===== src/sv/rncc_pkg.sv =====
package rncc_pkg;

  // Width of every count in a result; counts wrap at this width.
  localparam int COUNT_BITS = 17;
  localparam int VALUE_BITS_DEF = 16;
  localparam int OUT_W = ((4 * COUNT_BITS + 7) / 8) * 8;
  // Smallest prime, also the first trial divisor.
  localparam int FIRST_PRIME = 2;

  typedef struct packed {
    logic load;
    logic calc_par;
    logic sq_start;
    logic sq_sel_lo;
    logic sq_step;
    logic sq_keep;
    logic sq_fin;
    logic pr_init;
    logic rem_start;
    logic rem_step;
    logic d_next;
    logic v_next;
    logic prime_inc;
    logic out_load;
  } cmd_t;

  typedef struct packed {
    logic cnt_last;
    logic hi_lt2;
    logic dsq_gt_v;
    logic rem_zero;
    logic v_is_hi;
    logic out_busy;
  } sts_t;

endpackage


===== src/sv/rncc_ctrl.sv =====
module rncc_ctrl (
  input  logic           clk,
  input  logic           rst_n,
  input  logic           in_valid,
  output logic           in_ready,
  input  rncc_pkg::sts_t sts,
  output rncc_pkg::cmd_t cmd
);

  localparam logic [3:0] S_IDLE = 4'd0;
  localparam logic [3:0] S_PAR  = 4'd1;
  localparam logic [3:0] S_SQA  = 4'd2;
  localparam logic [3:0] S_SQB0 = 4'd3;
  localparam logic [3:0] S_SQB  = 4'd4;
  localparam logic [3:0] S_SQF  = 4'd5;
  localparam logic [3:0] S_PCHK = 4'd6;
  localparam logic [3:0] S_REM  = 4'd7;
  localparam logic [3:0] S_RTST = 4'd8;
  localparam logic [3:0] S_OUT  = 4'd9;

  logic [3:0] state_r;
  logic [3:0] state_nxt;

  assign in_ready = (state_r == S_IDLE);

  always_comb begin
    state_nxt = state_r;
    cmd = '0;
    unique case (state_r)
      S_IDLE: begin
        if (in_valid) begin
          cmd.load = 1'b1;
          state_nxt = S_PAR;
        end
      end
      S_PAR: begin
        cmd.calc_par = 1'b1;
        cmd.sq_start = 1'b1;
        state_nxt = S_SQA;
      end
      S_SQA: begin
        cmd.sq_step = 1'b1;
        if (sts.cnt_last) state_nxt = S_SQB0;
      end
      S_SQB0: begin
        cmd.sq_keep = 1'b1;
        cmd.sq_start = 1'b1;
        cmd.sq_sel_lo = 1'b1;
        state_nxt = S_SQB;
      end
      S_SQB: begin
        cmd.sq_step = 1'b1;
        if (sts.cnt_last) state_nxt = S_SQF;
      end
      S_SQF: begin
        cmd.sq_fin = 1'b1;
        cmd.pr_init = 1'b1;
        state_nxt = sts.hi_lt2 ? S_OUT : S_PCHK;
      end
      S_PCHK: begin
        if (sts.dsq_gt_v) begin
          // No divisor up to the square root: the value is prime.
          cmd.prime_inc = 1'b1;
          if (sts.v_is_hi) begin
            state_nxt = S_OUT;
          end else begin
            cmd.v_next = 1'b1;
          end
        end else begin
          cmd.rem_start = 1'b1;
          state_nxt = S_REM;
        end
      end
      S_REM: begin
        cmd.rem_step = 1'b1;
        if (sts.cnt_last) state_nxt = S_RTST;
      end
      S_RTST: begin
        if (sts.rem_zero) begin
          if (sts.v_is_hi) begin
            state_nxt = S_OUT;
          end else begin
            cmd.v_next = 1'b1;
            state_nxt = S_PCHK;
          end
        end else begin
          cmd.d_next = 1'b1;
          state_nxt = S_PCHK;
        end
      end
      S_OUT: begin
        if (!sts.out_busy) begin
          cmd.out_load = 1'b1;
          state_nxt = S_IDLE;
        end
      end
      default: begin
        state_nxt = S_IDLE;
      end
    endcase
  end

  always_ff @(posedge clk) begin
    if (!rst_n) begin
      state_r <= S_IDLE;
    end else begin
      state_r <= state_nxt;
    end
  end

`ifndef SYNTH
  // A new result must never overwrite one the receiver has not taken.
  a_no_overwrite: assert property (@(posedge clk) disable iff (!rst_n)
    cmd.out_load |-> !sts.out_busy)
    else $error("result loaded while output stalled");

  // A trial division runs only after the square-root bound was checked.
  a_rem_after_check: assert property (@(posedge clk) disable iff (!rst_n)
    cmd.rem_start |-> !sts.dsq_gt_v)
    else $error("trial division past the square-root bound");
`endif

endmodule


===== src/sv/rncc_dp.sv =====
module rncc_dp #(
  parameter int VALUE_BITS = rncc_pkg::VALUE_BITS_DEF
) (
  input  logic                               clk,
  input  logic                               rst_n,
  input  logic signed [VALUE_BITS-1:0]       range_a,
  input  logic signed [VALUE_BITS-1:0]       range_b,
  input  rncc_pkg::cmd_t                     cmd,
  output rncc_pkg::sts_t                     sts,
  input  logic                               out_ready,
  output logic                               out_valid,
  output logic [rncc_pkg::COUNT_BITS-1:0]    prime_count,
  output logic [rncc_pkg::COUNT_BITS-1:0]    square_count,
  output logic [rncc_pkg::COUNT_BITS-1:0]    even_count,
  output logic [rncc_pkg::COUNT_BITS-1:0]    odd_count
);

  localparam int VB = VALUE_BITS;
  localparam int CB = rncc_pkg::COUNT_BITS;
  localparam int RW = (VB + 1) / 2;
  localparam int SW = 2 * RW;
  localparam int XW = (VB + 2 > CB + 1) ? VB + 2 : CB + 1;
  localparam int CW = $clog2(VB);
  localparam logic [VB-1:0] TWO = VB'(rncc_pkg::FIRST_PRIME);
  localparam logic [VB-1:0] FOUR = VB'(rncc_pkg::FIRST_PRIME * rncc_pkg::FIRST_PRIME);

  logic signed [VB-1:0] lo_r, hi_r;
  logic [CB-1:0]        even_r, odd_r, square_r, prime_r;
  logic [CW-1:0]        cnt_r;

  // Square-root unit, one result bit per step.
  logic [SW-1:0]        sq_op_r;
  logic [RW:0]          sq_rem_r;
  logic [RW-1:0]        sq_root_r;
  logic [RW-1:0]        sqa_r;

  // Trial division state and the bit-serial remainder unit.
  logic [VB-1:0]        v_r, d_r, dsq_r, dv_r, rm_r;

  logic                 out_valid_r;
  logic [CB-1:0]        o_prime_r, o_square_r, o_even_r, o_odd_r;

  logic signed [VB-1:0] lo_ld, hi_ld;
  logic [XW-1:0]        hx, lx, ne, no;
  logic                 hi_neg, lo_pos;
  logic [VB-1:0]        sq_opnd;
  logic [RW+2:0]        sq_sh, sq_trial;
  logic [VB:0]          rm_sh;
  logic [CB-1:0]        sqa_ext, sqb_ext;

  assign lo_ld = (range_a > range_b) ? range_b : range_a;
  assign hi_ld = (range_a > range_b) ? range_a : range_b;

  // Evens in the range: half the length, rounded up when the range starts even.
  assign hx = {{(XW-VB){hi_r[VB-1]}}, hi_r};
  assign lx = {{(XW-VB){lo_r[VB-1]}}, lo_r};
  assign ne = hx - lx + {{(XW-2){1'b0}}, (lo_r[0] ? 2'd1 : 2'd2)};
  assign no = hx - lx + {{(XW-2){1'b0}}, (lo_r[0] ? 2'd2 : 2'd1)};

  assign hi_neg = hi_r[VB-1];
  assign lo_pos = !lo_r[VB-1] && (lo_r != '0);

  // The square count is isqrt(hi) + 1 less isqrt(lo - 1) + 1 where each applies.
  assign sq_opnd = cmd.sq_sel_lo ? (lo_pos ? VB'(lo_r - 1'b1) : '0)
                                 : (hi_neg ? '0 : VB'(hi_r));
  assign sq_sh    = {sq_rem_r, sq_op_r[SW-1:SW-2]};
  assign sq_trial = {1'b0, sq_root_r, 2'b01};

  assign rm_sh = {rm_r, dv_r[VB-1]};

  assign sqa_ext = CB'(sqa_r);
  assign sqb_ext = CB'(sq_root_r);

  always_ff @(posedge clk) begin
    if (cmd.load) begin
      lo_r <= lo_ld;
      hi_r <= hi_ld;
    end
    if (cmd.calc_par) begin
      even_r <= ne[CB:1];
      odd_r  <= no[CB:1];
    end

    if (cmd.sq_start) begin
      sq_op_r   <= SW'(sq_opnd);
      sq_rem_r  <= '0;
      sq_root_r <= '0;
      cnt_r     <= CW'(RW - 1);
    end else if (cmd.sq_step) begin
      sq_op_r <= {sq_op_r[SW-3:0], 2'b00};
      if (sq_sh >= sq_trial) begin
        sq_rem_r  <= (RW+1)'(sq_sh - sq_trial);
        sq_root_r <= {sq_root_r[RW-2:0], 1'b1};
      end else begin
        sq_rem_r  <= sq_sh[RW:0];
        sq_root_r <= {sq_root_r[RW-2:0], 1'b0};
      end
      cnt_r <= cnt_r - 1'b1;
    end else if (cmd.rem_start) begin
      rm_r  <= '0;
      dv_r  <= v_r;
      cnt_r <= CW'(VB - 1);
    end else if (cmd.rem_step) begin
      dv_r <= {dv_r[VB-2:0], 1'b0};
      if (rm_sh >= {1'b0, d_r}) begin
        rm_r <= VB'(rm_sh - {1'b0, d_r});
      end else begin
        rm_r <= rm_sh[VB-1:0];
      end
      cnt_r <= cnt_r - 1'b1;
    end

    if (cmd.sq_keep) sqa_r <= sq_root_r;
    if (cmd.sq_fin) begin
      if (hi_neg) begin
        square_r <= '0;
      end else if (lo_pos) begin
        square_r <= sqa_ext - sqb_ext;
      end else begin
        square_r <= sqa_ext + 1'b1;
      end
    end

    if (cmd.pr_init) begin
      prime_r <= '0;
      v_r     <= (lo_r > $signed(TWO)) ? VB'(lo_r) : TWO;
      d_r     <= TWO;
      dsq_r   <= FOUR;
    end else begin
      if (cmd.prime_inc) prime_r <= prime_r + 1'b1;
      if (cmd.v_next) begin
        v_r   <= v_r + 1'b1;
        d_r   <= TWO;
        dsq_r <= FOUR;
      end else if (cmd.d_next) begin
        // (d + 1)^2 = d^2 + 2d + 1
        d_r   <= d_r + 1'b1;
        dsq_r <= dsq_r + {d_r[VB-2:0], 1'b1};
      end
    end

    if (cmd.out_load) begin
      o_prime_r  <= prime_r;
      o_square_r <= square_r;
      o_even_r   <= even_r;
      o_odd_r    <= odd_r;
    end
  end

  always_ff @(posedge clk) begin
    if (!rst_n) begin
      out_valid_r <= 1'b0;
    end else if (cmd.out_load) begin
      out_valid_r <= 1'b1;
    end else if (out_ready) begin
      out_valid_r <= 1'b0;
    end
  end

  assign sts.cnt_last = (cnt_r == '0);
  assign sts.hi_lt2   = (hi_r < $signed(TWO));
  assign sts.dsq_gt_v = (dsq_r > v_r);
  assign sts.rem_zero = (rm_r == '0);
  assign sts.v_is_hi  = (v_r == VB'(hi_r));
  assign sts.out_busy = out_valid_r && !out_ready;

  assign out_valid    = out_valid_r;
  assign prime_count  = o_prime_r;
  assign square_count = o_square_r;
  assign even_count   = o_even_r;
  assign odd_count    = o_odd_r;

`ifndef SYNTH
  // Even and odd counts of a contiguous range differ by at most one.
  a_par_balance: assert property (@(posedge clk) disable iff (!rst_n)
    cmd.calc_par |=> (even_r == odd_r) || (even_r == CB'(odd_r + 1'b1)) ||
                     (odd_r == CB'(even_r + 1'b1)))
    else $error("even and odd counts out of balance");

  // The partial remainder always stays below the divisor.
  a_rem_bound: assert property (@(posedge clk) disable iff (!rst_n)
    cmd.rem_step |-> (rm_r < d_r))
    else $error("partial remainder not below divisor");
`endif

endmodule


===== src/sv/range_number_class_counter_top.sv =====
// Range number class counter.
// A request on the in_ channel carries two signed bounds; they may come in
// either order. For the closed range between them the block returns one result
// on the out_ channel with the number of primes, perfect squares (zero
// included), even values and odd values. Counts are 17 bits and wrap.
// Both channels are valid/ready streams; a request is taken when in_tvalid and
// in_tready are high at a rising edge, and the same holds for the result.
// One request is worked on at a time. The class counts are formed first, then
// the prime scan runs: each value from max(lo, 2) to hi is tried against
// divisors counting up from 2 to its square root, and every trial runs one
// division in the bit-serial remainder unit.
// The result sits in an output register, so in_tready rises again as soon as
// it is loaded, even while the receiver stalls; a following result waits in
// the controller until the previous one is taken.
// Reset (rst_n low, synchronous) drops any request in progress and any result
// not yet taken.
module range_number_class_counter_top #(
  parameter int VALUE_BITS = rncc_pkg::VALUE_BITS_DEF
) (
  input  logic                                   clk,
  input  logic                                   rst_n,
  input  logic                                   in_tvalid,
  output logic                                   in_tready,
  // range_a, range_b
  input  logic [((2*VALUE_BITS+7)/8)*8-1:0]      in_tdata,
  output logic                                   out_tvalid,
  input  logic                                   out_tready,
  // prime_count, square_count, even_count, odd_count
  output logic [rncc_pkg::OUT_W-1:0]             out_tdata
);

  localparam int CB = rncc_pkg::COUNT_BITS;

  rncc_pkg::cmd_t cmd;
  rncc_pkg::sts_t sts;
  logic [CB-1:0]  prime_count, square_count, even_count, odd_count;

  rncc_ctrl u_ctrl (
    .clk      (clk),
    .rst_n    (rst_n),
    .in_valid (in_tvalid),
    .in_ready (in_tready),
    .sts      (sts),
    .cmd      (cmd)
  );

  rncc_dp #(
    .VALUE_BITS (VALUE_BITS)
  ) u_dp (
    .clk          (clk),
    .rst_n        (rst_n),
    .range_a      ($signed(in_tdata[VALUE_BITS-1:0])),
    .range_b      ($signed(in_tdata[2*VALUE_BITS-1:VALUE_BITS])),
    .cmd          (cmd),
    .sts          (sts),
    .out_ready    (out_tready),
    .out_valid    (out_tvalid),
    .prime_count  (prime_count),
    .square_count (square_count),
    .even_count   (even_count),
    .odd_count    (odd_count)
  );

  assign out_tdata = rncc_pkg::OUT_W'({odd_count, even_count, square_count, prime_count});

endmodule

===== config.mk =====
export PLATFORM = sky130hd
export DESIGN_NAME = range_number_class_counter_top
export DESIGN_NICKNAME = d
export VERILOG_FILES = /design/src/sv/rncc_pkg.sv /design/src/sv/rncc_ctrl.sv /design/src/sv/rncc_dp.sv /design/src/sv/range_number_class_counter_top.sv
export SDC_FILE = /design/constraint.sdc
export NUM_CORES = 1
export LEC_CHECK = 0
export BUFFER_PORTS_ARGS = -buffer_cell sky130_fd_sc_hd__buf_2
export CORE_UTILIZATION = 51
export CTS_BUF_LIST = sky130_fd_sc_hd__clkbuf_2
export CTS_CLUSTER_SIZE = 10
export DETAILED_ROUTE_END_ITERATION = 8
export MAX_ROUTING_LAYER = met4
export PLACE_DENSITY = 0.76
export SETUP_SLACK_MARGIN = 0.05
export SLEW_MARGIN = 20
export SYNTH_ARGS = -nofsm -noshare
export SYNTH_HDL_FRONTEND = slang
export SYNTH_HIERARCHICAL = 1
export SYNTH_SLANG_ARGS = --single-unit

===== constraint.sdc =====
create_clock -name clk -period 4.15 [get_ports clk]
set_input_delay 0.6225 -clock clk [delete_from_list [all_inputs] [get_ports clk]]
set_output_delay 0.6225 -clock clk [all_outputs]
set_load 0.01 [all_outputs]

==> impl_metrics.ini, run 1 <==
[outcome]
status = complete, no violations

[setup_path]
cpMostUsedCell = a21o_1
path_depth = 17
cp.arrival_ns = 4.54
reg2regPathDepth = 17
crit_required_ns = 4.95
critPathBufInv = 2
cp_slowest_cell = edfxtp_1
crit_path_end_kind = flip-flop
path_cells = inv_1, ha_1, nand3_1, o221ai_1, a21o_1, a21o_1, a21o_1, a21o_1, a21oi_1, a31oi_2, nand4_1, inv_1, and3_1, nor2b_1, nand2_1, or3_1, a21oi_1
max_stage_delay_ns = 0.49
setup.worst_path.class = flip-flop to flip-flop
critPathLaunchType = flip-flop
path_max_fanout = 7
crit_family = simple AND/OR/NAND/NOR gates

[floorplan]
coreArea_um2 = 32500
initial_core_util_pct = 51.9
row_count = 66
die_area_um2 = 33900
die_h_um = 184
die_w_um = 184
pin_count = 110

[timing]
finalSetupViolations = 0
tightest_slew_ns = 0.890
finalMaxSlewViolations = 0
report.final.hold_viol_count = 0
fmax_ghz = 0.267
fin_crit_sh_pct = 90.2
relSlewSlack_pct = 40.0
min_period_ns = 3.74
totalNegativeSetupSlack_ns = 0
hold_ws_ns = 0.0643
setup_slack_ns = 0.408
grt_setup_unrepaired = no
fin_worst_skew_ns = 0.0954

[global_route]
grt_pass1_vias = 12222
track_usage_pct = 22.7
grt_pass1_wl_mm = 60.1
overflow = 0
antenna_found_initial = 1
grt_max_degree = 51

[clock_network]
tritoncts = yes
clk_pin_slew_ns = 0.12
postCtsSetupRepairBufs = 0
clockBufferDepth = 3
clock_sinks = 284
clock_latency_ns = 0.87
cts_buffers = 75
clockRootBuffer = clkbuf_2
htree_levels = 3

[synthesis]
ys_types = 104
async_flop_share_pct = 0
synth_seq_cells = 284
ys_seq_area_share_pct = 46.0
synth_area_leaders = edfxtp_1, dfxtp_1, ha_1
synth_ff_type = edfxtp_1
yosys_warnings = 6
syn_inst = 1633
syn_area_um2 = 16900
synth_edf_count = 209
syn_area_per_cell_um2 = 10.3
yosysTopAreaCell = edfxtp_1
synth_top_area_share_pct = 37.1

[detailed_routing]
drc = 0
routedWlPerCell_um = 16.3
num_vias = 12789
drt_first_iter_violations = 997
first_pass_iters = 5
vias_per_cell = 5.63
drt-total-wl_mm = 36.9
drtAntennaViolNets = 0

[power_and_ir_drop]
ir_drop_mv = 0.373
powerDensity_nw_per_um2 = 578
leakage_uw = 0.00736
power_uw = 10800

[final_layout]
drive_gt1_share_pct = 17.4
syn_to_final_growth_pct = 10.0
final_util_pct = 57.1
layout_commonest_cell = edfxtp_1
nets = 1920
num-fill-cells = 2794
multi_input_area_um2 = 8340
final_cell_mix = edfxtp_1, nor2_1, inv_1, clkbuf_2
regArea_um2 = 7780

[place]
place_ws_ns = 0.314
hpwlAfterDp_mm = 26.8
port_buffers = 105
gp_congestion = 0.932

[job]
maxCapViolCount = 0

[min_path]
hold_path.class = input port to flip-flop
min_path_cells = 2
-- flip-flops by register name, indices dropped and copies added (netlist names), 16 cells and up --
| register | flops |
|---|---|
| u_dp/even_count | 17 |
| u_dp/dv_r | 16 |
| u_dp/hi_r | 16 |
| u_dp/prime_count | 17 |
| u_dp/dsq_r | 16 |
| u_dp/sq_op_r | 16 |
| u_dp/v_r | 16 |
| u_dp/d_r | 16 |
| u_dp/odd_count | 17 |
| u_dp/prime_r | 17 |
| u_dp/even_r | 17 |
| u_dp/rm_r | 16 |
| u_dp/lo_r | 16 |
| u_dp/odd_r | 17 |
-- power by group --
part | internal (uW) | leakage (uW) | total, uW | switching, uW
Sequential | 3930 | 0.00250 | 4390 | 452
Combinational | 1820 | 0.00434 | 4440 | 2620
Clock | 773 | 0.000517 | 1930 | 1160
Total | 6530 | 0.00736 | 10800 | 4230
-- what timing repair did --
item | CTS | global route
hold buffers | 1 | 2
endpoints found under the hold margin | 1 | 2
gates resized for setup | 0 | 1
endpoints found under the setup margin | 0 | 1
-- layer usage --
metal,up-vias,global-route usage (%),share of wire [%]
li1,6286,-,-
met1,6021,29.0,45
met2,409,36.1,46
met3,73,4.56,6.1
met4,0,7.87,2.3
met5,-,-,0
-- cells in the mapped netlist, drive strengths merged (11+ instances only) --
library cell and instances:
nor4 23, nor2b 23, dfxtp 75, clkbuf 35, a22oi 13, nand4 29, nand2b 13, nor2 143
o21ai 87, and2 15, inv 125, a21oi 86, a31oi 11, and3 14, edfxtp 209, buf 36
a211oi 19, xor2 36, o21a 17, or3 16, a21o 29, xnor2 91, nand2 79, ha 105
mux2i 24, mux2 47, nor3 33, nand3 57
-- kinds of logic (layout without fill, tap and decap cells) --
| logic type | count (synthesis) | after routing | synth area share (%) |
|---|---|---|---|
| AND/OR/NAND/NOR | 490 | 490 | 15.2 |
| AO/OA/AOI/OAI | 351 | 351 | 14.0 |
| flip-flops | 284 | 284 | 46.0 |
| buffers and inverters | 198 | 392 | 4.92 |
| XOR/XNOR | 127 | 127 | 6.74 |
| adder cells (fa/ha/maj) | 111 | 111 | 8.49 |
| multiplexers | 71 | 71 | 4.55 |
| other | 1 | 5 | 0.0222 |
-- worst reg2reg max path, delay by kind of cell (launching register included) --
family / cells / cell delay [ns]
fa+ha+maj: 1 / 0.30
compound gates: 8 / 1.14
simple gates: 6 / 1.37
flops: 1 / 0.49
buf+inv: 2 / 0.36
-- layout make-up --
cell class	instances	share of cell area, %
Inverter	127	2.56
Sequential cell	284	41.8
Timing Repair Buffer	131	4.05
Clock inverter	26	0.808
Multi-Input combinational cell	1154	44.9
Tap cell	442	2.97
Clock buffer	108	2.91
Antenna cell	1	0.0135
-- path summary, 6_finish.rpt --
check / startpoint / to / slack, ns
max: u_dp/v_r[3] / u_dp/prime_r[14] / 0.41
min: in_tdata[9] / u_dp/lo_r[9] / 0.06
max reg2reg: u_dp/v_r[3] / u_dp/prime_r[14] / 0.41
min reg2reg: u_dp/odd_r[3] / u_dp/odd_count[3] / 0.40
-- metrics by stage --
stage / cell area [um^2] / instances
floorplan: 16900 / 1636
global placement: 17900 / 2135
detailed placement: 17900 / 2135
CTS: 18600 / 2270
global route: 18600 / 2273
finish: 18600 / 2273
No activity file was read; power rests on OpenSTA's default activity.
==> inputs of run 2 (changes only) <==
--- a/config.mk
+++ b/config.mk
@@ -6,6 +6,7 @@
 export NUM_CORES = 1
 export LEC_CHECK = 0
 export BUFFER_PORTS_ARGS = -buffer_cell sky130_fd_sc_hd__buf_2
+export CORE_MARGIN = 4
 export CORE_UTILIZATION = 51
 export CTS_BUF_LIST = sky130_fd_sc_hd__clkbuf_2
 export CTS_CLUSTER_SIZE = 10
==> run 2 against run 1 <==
Power increased by 1.8%. Highest routed layer unchanged. Final area increased by 1.7%. Non-clock buffer count increased by 28. Global-route usage decreased by 1.1 points. Critical path type unchanged. Clock power increased by 8%. Sequential power about the same. Flip-flop and latch count unchanged.
==> impl_metrics.ini, run 2 (synthesis results as in run 1) <==
[outcome]
status = complete, no violations

[power_and_ir_drop]
powerDensity_nw_per_um2 = 579
ir_drop_mv = 0.255
power_uw = 10900
leakage_uw = 0.00751

[detailed_routing]
first_pass_iters = 5
num_vias = 13031
drtAntennaViolNets = 0
drc = 0
routedWlPerCell_um = 16.8
drt-total-wl_mm = 38.7
vias_per_cell = 5.66
drt_first_iter_violations = 1057

[clock_network]
cts_buffers = 74
clockBufferDepth = 3
postCtsSetupRepairBufs = 0
clock_latency_ns = 0.90
clk_pin_slew_ns = 0.11
clock_sinks = 284
htree_levels = 3
tritoncts = yes
clockRootBuffer = clkbuf_2

[setup_path]
critPathLaunchType = flip-flop
path_cells = inv_1, ha_1, a21oi_1, o221ai_1, a21o_1, a21o_1, a21o_1, a21o_1, a21oi_1, a31oi_2, nand4_1, a21oi_1, nor2_1, clkinv_1, a2111oi_0, a311o_1
max_stage_delay_ns = 0.49
cpMostUsedCell = a21o_1
critPathBufInv = 2
path_max_fanout = 12
setup.worst_path.class = flip-flop to flip-flop
crit_required_ns = 4.95
cp_slowest_cell = edfxtp_1
cp.arrival_ns = 4.56
crit_family = compound AO/OA/AOI/OAI gates
crit_path_end_kind = flip-flop

[place]
gp_congestion = 0.941
hpwlAfterDp_mm = 26.8
placed_area_um2 = 17900
port_buffers = 105

[global_route]
use_met1_pct = 27.4
overflow = 0
grt_pass1_vias = 12609
grt_pass1_wl_mm = 62.3
grt_use_met2_pct = 34.3
grt_max_degree = 51
grt_busiest_layer = met2
antenna_found_initial = 2
grt_util_met3_pct = 4.51
track_usage_pct = 21.7

[floorplan]
die_area_um2 = 36100
row_count = 66
coreArea_um2 = 32600
die_h_um = 190
initial_core_util_pct = 51.8
pin_count = 110
die_w_um = 190

[final_layout]
nets = 1947
multi_input_area_um2 = 8340
drive_gt1_share_pct = 17.3
num-fill-cells = 2709
fin_area_um2 = 18900
regArea_um2 = 7780
syn_to_final_growth_pct = 12.0
final_cell_mix = edfxtp_1, nor2_1, inv_1, clkbuf_2
layout_commonest_cell = edfxtp_1

[timing]
finalMaxSlewViolations = 0
grt_setup_unrepaired = no
relSlewSlack_pct = 36.3
tightest_slew_ns = 0.952
fin_worst_skew_ns = 0.0935
min_period_ns = 3.76
finalSetupViolations = 0
totalNegativeSetupSlack_ns = 0
report.final.hold_viol_count = 0
fin_crit_sh_pct = 90.5
fmax_ghz = 0.266

[min_path]
hold_path.class = input port to flip-flop

[job]
maxCapViolCount = 0
==> run 2: final cells by class <==
cell class	count	area share (%)
inverters	127	2.52
repair buffers	159	5.48
well taps	442	2.92
diodes	2	0.0265
multi-input cells	1154	44.1
clock buffers	117	3.10
clock inverters	16	0.767
flip-flops and latches	284	41.1
==> run 2: timing repair <==
action                     CTS  global route
gates resized for setup      0             1
setup endpoints to repair    0             1
hold endpoints to repair    26             0
hold buffers                32             0
==> run 2: power by group <==
part,switching [uW],internal (uW)
Sequential,428,3940
Combinational,2660,1840
Clock,1150,924
Total,4240,6700
==> run 2: metal layers <==
metal | part of all wire [%] | vias to the layer above
met5 | 0 | -
met4 | 3.4 | 0
met3 | 7.1 | 112
met2 | 47 | 474
met1 | 43 | 6121
li1 | - | 6324
==> run 2: metrics by stage <==
stage / util, % / instances / setup WS, ns / hold slack (ns)
CTS: 58.0 / 2299 / 0.335 / 0.00234
global placement: 54.7 / 2134 / 0.493 / 0.400
detailed placement: 54.7 / 2134 / 0.369 / 0.405
floorplan: - / 1636 / 0.103 / 0.400
global route: 58.0 / 2301 / 0.131 / 0.0230
finish: 58.0 / 2301 / 0.393 / 0.0988
==> run 2: worst paths after layout <==
| kind | from | end | slack [ns] | cells after the start |
|---|---|---|---|---|
| max reg2reg | u_dp/v_r[2] | u_dp/dsq_r[8] | 0.39 | 16 |
| min reg2reg | u_dp/even_r[1] | u_dp/even_count[1] | 0.40 | 0 |
| max | u_dp/v_r[2] | u_dp/dsq_r[8] | 0.39 | 16 |
| min | in_tdata[15] | u_dp/lo_r[15] | 0.1 | 2 |
==> run 2: worst register-to-register path: stages, from the launching register on <==
cell and delay (ns):
edfxtp_1 0.49, inv_1 0.08, ha_1 0.31, a21oi_1 0.17, o221ai_1 0.13, a21o_1 0.19
a21o_1 0.16, a21o_1 0.16, a21o_1 0.17, a21oi_1 0.17, a31oi_2 0.10, nand4_1 0.25
a21oi_1 0.09, nor2_1 0.18, clkinv_1 0.39, a2111oi_0 0.45, a311o_1 0.18
==> inputs of run 3 (changes only) <==
--- a/config.mk
+++ b/config.mk
@@ -8,7 +8,7 @@
 export BUFFER_PORTS_ARGS = -buffer_cell sky130_fd_sc_hd__buf_2
 export CORE_MARGIN = 4
 export CORE_UTILIZATION = 51
-export CTS_BUF_LIST = sky130_fd_sc_hd__clkbuf_2
+export CTS_BUF_LIST = sky130_fd_sc_hd__clkbuf_2 sky130_fd_sc_hd__clkbuf_4 sky130_fd_sc_hd__clkbuf_8
 export CTS_CLUSTER_SIZE = 10
 export DETAILED_ROUTE_END_ITERATION = 8
 export MAX_ROUTING_LAYER = met4
==> run 3 against run 2 <==
Count of clock-buffer cells in the layout down 44. Clock power up 31%. Power up 5.5%. Worst setup slack better by 0.012 ns. Via count down 3.8%. Critical endpoint unchanged.
==> impl_metrics.ini, run 3 (synthesis results as in run 1) <==
[outcome]
status = complete, no violations

[setup_path]
critPathLaunchType = flip-flop
crit_path_end_kind = flip-flop
path_max_fanout = 12
cp.arrival_ns = 4.23
path_cells = inv_1, ha_1, a21oi_1, o221ai_1, a21o_1, a21o_1, a21o_1, a21o_1, a21oi_1, a31oi_2, nand4_1, a21oi_1, nor2_1, clkinv_1, a2111oi_0, a311o_1
crit_required_ns = 4.64
crit_family = compound AO/OA/AOI/OAI gates
max_stage_delay_ns = 0.48
cp_slowest_cell = edfxtp_1
critPathBufInv = 2
setup.worst_path.class = flip-flop to flip-flop
cpMostUsedCell = a21o_1

[timing]
setup_slack_ns = 0.405
fin_crit_sh_pct = 90.3
finalSetupViolations = 0
totalNegativeSetupSlack_ns = 0
fin_worst_skew_ns = 0.0342
report.final.hold_viol_count = 0
min_period_ns = 3.75
grt_setup_unrepaired = no
finalMaxSlewViolations = 0
fmax_ghz = 0.267
relSlewSlack_pct = 39.0
tightest_slew_ns = 0.911

[detailed_routing]
drtAntennaViolNets = 0
routedWlPerCell_um = 16.6
vias_per_cell = 5.63
first_pass_iters = 5
drt_first_iter_violations = 1145
num_vias = 12532
drt-total-wl_mm = 37.0
drc = 0

[floorplan]
pin_count = 110
die_area_um2 = 36100
initial_core_util_pct = 51.8
die_h_um = 190
row_count = 66
die_w_um = 190
coreArea_um2 = 32600

[power_and_ir_drop]
netSwitchingPower_uw = 4190
ir_drop_mv = 0.374
clock_power_share_pct = 23.6
cell_internal_pwr_uw = 7350
leakage_uw = 0.00738
power_uw = 11500
power.share.sequential_pct = 37.8
p_sw_share_pct = 36.3
powerDensity_nw_per_um2 = 610
pwr-share-comb_pct = 38.6

[place]
place_ws_ns = 0.369
hpwlAfterDp_mm = 26.8
gp_congestion = 0.941
port_buffers = 105
dp.cells = 2134

[clock_network]
cts_buffers = 49
postCtsSetupRepairBufs = 0
tritoncts = yes
htree_levels = 2
post_cts_resized = 0
cts-hold-fix-buffers = 0
clockBufferDepth = 3
clk_pin_slew_ns = 0.06
clock_sinks = 284
clockRootBuffer = clkbuf_8
clock_latency_ns = 0.58

[final_layout]
layout_commonest_cell = edfxtp_1
syn_to_final_growth_pct = 12.0
drive_gt1_share_pct = 15.7
n_antenna_cell = 0
final_cell_mix = edfxtp_1, nor2_1, inv_1, buf_2, ha_1
instances_no_fill = 2225
nets = 1890

[global_route]
grt_max_degree = 51
overflow = 0
grt_pass1_wl_mm = 60.0
antenna_found_initial = 0
grt_pass1_vias = 12120
track_usage_pct = 20.6

[job]
maxCapViolCount = 0

[min_path]
hold_path.class = input port to flip-flop
==> run 3: changes by cell type in the layout (fill, tap and decap cells not counted), sizes merged <==
cell         delta
clkbuf         -44
diode           -2
dlygate4sd3    -32
inv             +1
clkinv          +1
==> run 3: power groups by stage <==
stage | Sequential (uW) | Combinational (uW) | Clock (uW)
2_1_floorplan | 4230 | 3570 | 0
3_3_place_gp | 4390 | 4270 | 0
3_5_place_dp | 4410 | 4390 | 0
4_1_cts | 4360 | 4440 | 2780
5_1_grt | 4430 | 4970 | 2910
6_report | 4370 | 4450 | 2720
==> run 3: through the flow <==
step                area [um^2]  util [%]  hold slack, ns
floorplan                 16900         -           0.400
global placement          17900      54.7           0.400
detailed placement        17900      54.7           0.405
CTS                       18900      58.0           0.317
global route              18900      58.0           0.330
finish                    18900      58.0           0.345
==> run 3: final timing paths <==
path	startpoint	to	slack, ns	cells after the start
hold / removal	rst_n	u_dp/out_valid	0.34	2
setup / recovery	u_dp/v_r[2]	u_dp/dsq_r[8]	0.40	16
hold reg to reg	u_dp/even_r[15]	u_dp/even_count[15]	0.41	0
setup reg to reg	u_dp/v_r[2]	u_dp/dsq_r[8]	0.40	16
==> run 3: cell type report <==
| class | count | area [um^2] |
|---|---|---|
| fill | 2721 | 13700 |
| sequential | 284 | 7780 |
| clock inverter | 18 | 159 |
| inverter | 127 | 477 |
| tap | 442 | 553 |
| timing repair buffer | 127 | 716 |
| multi-input combinational | 1154 | 8340 |
| clock buffer | 73 | 911 |
==> run 3: metal layers <==
layer | share of wire, % | global-route usage (%)
met4 | 2.2 | 5.70
met3 | 5.9 | 3.41
met5 | 0 | -
met2 | 47 | 33.3
met1 | 45 | 27.0
